===== config.mk =====
export PLATFORM = sky130hd
export DESIGN_NAME = adcb_ram
export DESIGN_NICKNAME = d
export VERILOG_FILES = /design/src/hdl/adcb_ram.sv
export SDC_FILE = /design/constraint.sdc
export NUM_CORES = 1
export LEC_CHECK = 0
export ABC_AREA = 1
export BUFFER_PORTS_ARGS = -buffer_cell sky130_fd_sc_hd__buf_2
export CAP_MARGIN = 40
export CORE_AREA = 5 5 104 106
export CTS_BUF_LIST = sky130_fd_sc_hd__clkbuf_8
export CTS_CLUSTER_DIAMETER = 30
export DETAILED_ROUTE_END_ITERATION = 10
export DIE_AREA = 0 0 109 111
export GPL_TIMING_DRIVEN = 1
export PLACE_DENSITY = 0.85
export REMOVE_ABC_BUFFERS = 1
export SLEW_MARGIN = 10
export SYNTH_ARGS = -nofsm -noshare
export SYNTH_HDL_FRONTEND = slang
export SYNTH_SLANG_ARGS = --single-unit

===== constraint.sdc =====
create_clock -name clk -period 1.5 [get_ports clk]
set_input_delay 0.075 -clock clk [delete_from_list [all_inputs] [get_ports clk]]
set_output_delay 0.075 -clock clk [all_outputs]
set_load 0.01 [all_outputs]

===== src/hdl/adcb_ram.sv =====
`default_nettype none
// ----------------------------------------------------------------------------
// adcb_ram
// Generic single-port-write, single-port-read RAM with registered read data.
// ----------------------------------------------------------------------------
module adcb_ram #(
  parameter int WIDTH = 8,
  parameter int DEPTH = 16
) (
  input  wire logic                     clk,
  input  wire logic                     we,
  input  wire logic [$clog2(DEPTH)-1:0] waddr,
  input  wire logic [WIDTH-1:0]         wdata,
  input  wire logic [$clog2(DEPTH)-1:0] raddr,
  output logic      [WIDTH-1:0]         rdata
);
  logic [WIDTH-1:0] mem [DEPTH];

  always_ff @(posedge clk) begin
    if (we) begin
      mem[waddr] <= wdata;
    end
    rdata <= mem[raddr];
  end
endmodule
`default_nettype wire


[Yosys cells after proc, flatten, opt, wreduce, memory -nomap -nowiden]
Memories as Yosys holds them, arrays and structs flattened. A register that Yosys moved wholly into a read port is not among the register bits.
Cells that the tools add are included.
Storage, ports and cells
  RAM bits: 128
  flip-flop bits (word level): 0
  memories kept: 1
Memory list
  mem: depth 16, bits a word 8, read ports 1, clocked after Yosys merged registers in 1, write ports 1, line 17  | logic [WIDTH-1:0] mem [DEPTH];
Cells by class
  multiplexer cells: 2
Operators by type and width (number)
  $mux W1: 2

[Depth between registers and ports, before layout]
  depth after elaboration: 2
  mapped depth: 8
  depth with buffers taken out: 7

[Worst setup path after synthesis]
Ideal clock, no wire load.
  kind: input-to-reg
  start point: in waddr[2]
  end point: mem mem[10][0] (enable)
  arrival time: 0.656 ns
  data required time: 1.130 ns
  path slack: 0.474 ns
  stages: 2
  cells stage by stage: nand3b_1 -> nor2_1
RTL lines
  from (decl): line 12  | input wire logic [$clog2(DEPTH)-1:0] waddr,
  to (decl): line 17
No word-level cell before the write port.

==> summary.md <==
| Metric | Value |
|---|---|
| DP Cell Count | `707` |
| Critical Path RT | `~1800 ps` |
| Largest family of logic cells by synthesized area | `simple AND/OR/NAND/NOR gates` |
| CTS max path bufs | `2` |
| Sum of negative setup slack | `0 ps` |
| Largest net degree at the start of global routing | `65` |
| DIE AREA | `roughly 12,000 sq um` |
| Buffers on Ports | `25` |
| Total global routing overflow | `0` |
| Post-DP HPWL | `between 7 and 8 mm` |
| WP buf/inv | `1` |
| Kind of cell adding the most delay to the critical path | `simple AND/OR/NAND/NOR gates` |
| Area growth syn-to-layout | `11.78%` |
| Pre-CTS setup slack | `328.7 ps` |
| Setup Fix Bufs, Post-CTS | `0` |
| Worst path cell trace | `inv_1 -> nand2_1 -> nand3_1 -> nand3_1 -> nand3_1 -> nand2_1` |
| Post-synthesis cell area | `5767 sq um` |
| Num rows | `36` |
| Relative slew slack | `between 60% and 70%` |
| Synth Instances | `551` |
| First-pass GRT wire length | `between 15 and 20 mm` |
| Max FO, Critical Path | `1` |
| GR peak layer | `met2` |
| Hold WC Path Type | `in2reg` |
| Synth Area in Simple Gates | `21.05%` |
| Initial Util | `59.55%` |
| Max-cap violations | `0` |
| Period utilization | `about 66%` |
| DRT antenna net count | `0` |
| Crit path launch type | `register` |
| Number of synthesized register bits | `136` |
| IO Count | `26` |
| Root Buffer | `clkbuf_8` |
| Drt via density | `5.360` |
| Tot GR Track Use | `21.86%` |
| Post-synthesis sequential area ratio | `69.43%` |
| Chip Height | `111 um` |
| Fin Hold WS | `45.61 ps` |
| Number of global-route vias before repair | `3,964` |
| CTS sink count | `136` |
| Leakage Power | `approximately 2.8 nW` |
| Core area | `9684 sq um` |
| Worst setup margin | `504.3 ps` |
| Final core utilization | `about two thirds` |
| Status | `finished clean` |
| Post-synth top area share | `66.65%` |
| Mean Syn Cell Area | `10.47 sq um` |
| Final worst path period need | `995.7 ps` |
| Setup Skew | `10.70 ps` |
| Layout cells sized above 1 | `13.20%` |
| CP Capture Type | `register` |
| Mux cell area share after synthesis | `0%` |
| Worst Path Arrival | `approximately 1300 ps` |
| CTS tree | `yes` |
| Via count | `just under 4,000` |
| Drt pass-1 iters | `5` |
| Crit-path max cell delay | `370 ps` |
| Initial antenna violation count | `0` |
| Post-Layout Cell Count | `739` |
| Initial drt markers | `462` |
| Clock transition at the registers of the reported paths | `70 ps` |
| Most Frequent Cell on Critical Path | `nand3_1` |
| Post-route DRC | `0` |
| # hold bufs at CTS | `0` |
| Post-DR wirelength/cell | `16.60 um` |
| Final-stage net count | `611` |
| RSZ-0062 raised after global routing | `false` |
| Synth cell types | `12` |
| Final Max Slew Viols | `0` |
| Maximum operating frequency | `1004 MHz` |
| Worst-Skew Late Latency | `420 ps` |
| VDD IR-drop max | `1.003 mV` |
| H-tree depth | `4` |
| Crit path max-delay cell type | `edfxtp_1` |
| Detailed Route WL | `approximately 12 mm` |
| Gp weighted congestion | `0.8604` |
| Die width | `109 um` |
| Fin. Hold Viols | `0` |
| Post-synthesis compound-gate area fraction | `0%` |
| Antenna diode count | `0` |
| Fill cells | `683` |
| Met2 Track Usage GR | `between 30 and 40%` |
| CTS Buf Count | `17` |
| Xor and xnor fraction of the mapped netlist area | `0%` |
| Final setup violation count | `0` |
| GR Layer Usage met1 | `28.02%` |
| Met3 Track Usage GR | `just over 4%` |
| Adder-Cell Fraction of Synth Area | `0%` |
| Yosys Warn Count | `0` |
| Slew @ Worst Pin | `~590 ps` |
| Area leader, netlist | `edfxtp_1` |
| Worst Setup Path Type | `reg2reg` |
| PD cells | `1159 nW/um^2` |
| Top cells by area, synth | `edfxtp_1 67%, nand2_1 11%, nand3_1 8.4%` |
| Post_cts resized | `0` |
[final timing paths]
kind                                      startpoint                to  slack, ps  cells after the start
worst max-delay path             mem[1][1]$_DFFE_PP_  rdata[1]$_DFF_P_        500                      6
worst min-delay path                        raddr[3]  rdata[4]$_DFF_P_         50                      3
worst max register to register   mem[1][1]$_DFFE_PP_  rdata[1]$_DFF_P_        500                      6
worst min register to register  mem[14][4]$_DFFE_PP_  rdata[4]$_DFF_P_        670                      6
[cell usage after synthesis (all sizes together)]
master	instances
nand2	173
edfxtp	128
inv	102
nand3	97
buf	24
nor2	17
dfxtp	8
nand3b	2
[metal layers]
metal | vias up | routed length (um)
li1 | 1860 | -
met1 | 1851 | 4698
met2 | 214 | 6338
met3 | 36 | 854
met4 | 0 | 376
met5 | - | 0
[state kept, by name (all words and copies together) (netlist names)]
signal / count
mem: 128
rdata: 8
[area by class of cell]
type / instances / area [sq um] / share of cell area (%)
well taps: 133 / 166.4 / 2.582
repair buffers: 47 / 315.3 / 4.891
multi-input cells: 289 / 1214 / 18.83
clock buffers: 17 / 234.0 / 3.630
clock inverters: 15 / 130.1 / 2.019
flip-flops and latches: 136 / 4004 / 62.11
inverters: 102 / 382.9 / 5.939
[per-stage QoR]
step | instance area [sq um] | power [mW]
2_1_floorplan | 5600 | 4.589
3_3_place_gp | 6082 | 4.836
3_5_place_dp | 6082 | 4.864
4_1_cts | 6446 | 7.498
5_1_grt | 6446 | 7.765
6_report | 6446 | 7.472
[kinds of logic after synthesis]
group	Yosys count
buf+inv	126
flops	136
simple gates	289
[power breakdown]
| part | switching [mW] | total, mW | leakage, nW | internal, mW |
|---|---|---|---|---|
| Combinational | 0.362 | 0.518 | 1.42 | 0.157 |
| Sequential | 0.0257 | 4.27 | 1.22 | 4.24 |
| Clock | 1.38 | 2.68 | 0.176 | 1.31 |
| Total | 1.77 | 7.47 | 2.81 | 5.71 |
[cells in the final DEF, fill, tap and decap left out]
| master | n |
|---|---|
| edfxtp_1 | 128 |
| clkinv_2 | 3 |
| nand3_1 | 97 |
| clkinv_4 | 3 |
| bufinv_16 | 1 |
| buf_12 | 2 |
| inv_6 | 2 |
| dfxtp_1 | 8 |
| nand3b_1 | 2 |
| buf_2 | 25 |
| inv_2 | 2 |
| buf_4 | 20 |
| clkbuf_8 | 17 |
| inv_1 | 101 |
| clkinvlp_4 | 5 |
| nor2_1 | 17 |
| nand2_1 | 173 |
[worst min-delay path: stages]
cell and delay (ps):
buf_2 180, nand3_1 110, nand2_1 50
Note: power is estimated with default switching activity, not from simulation.
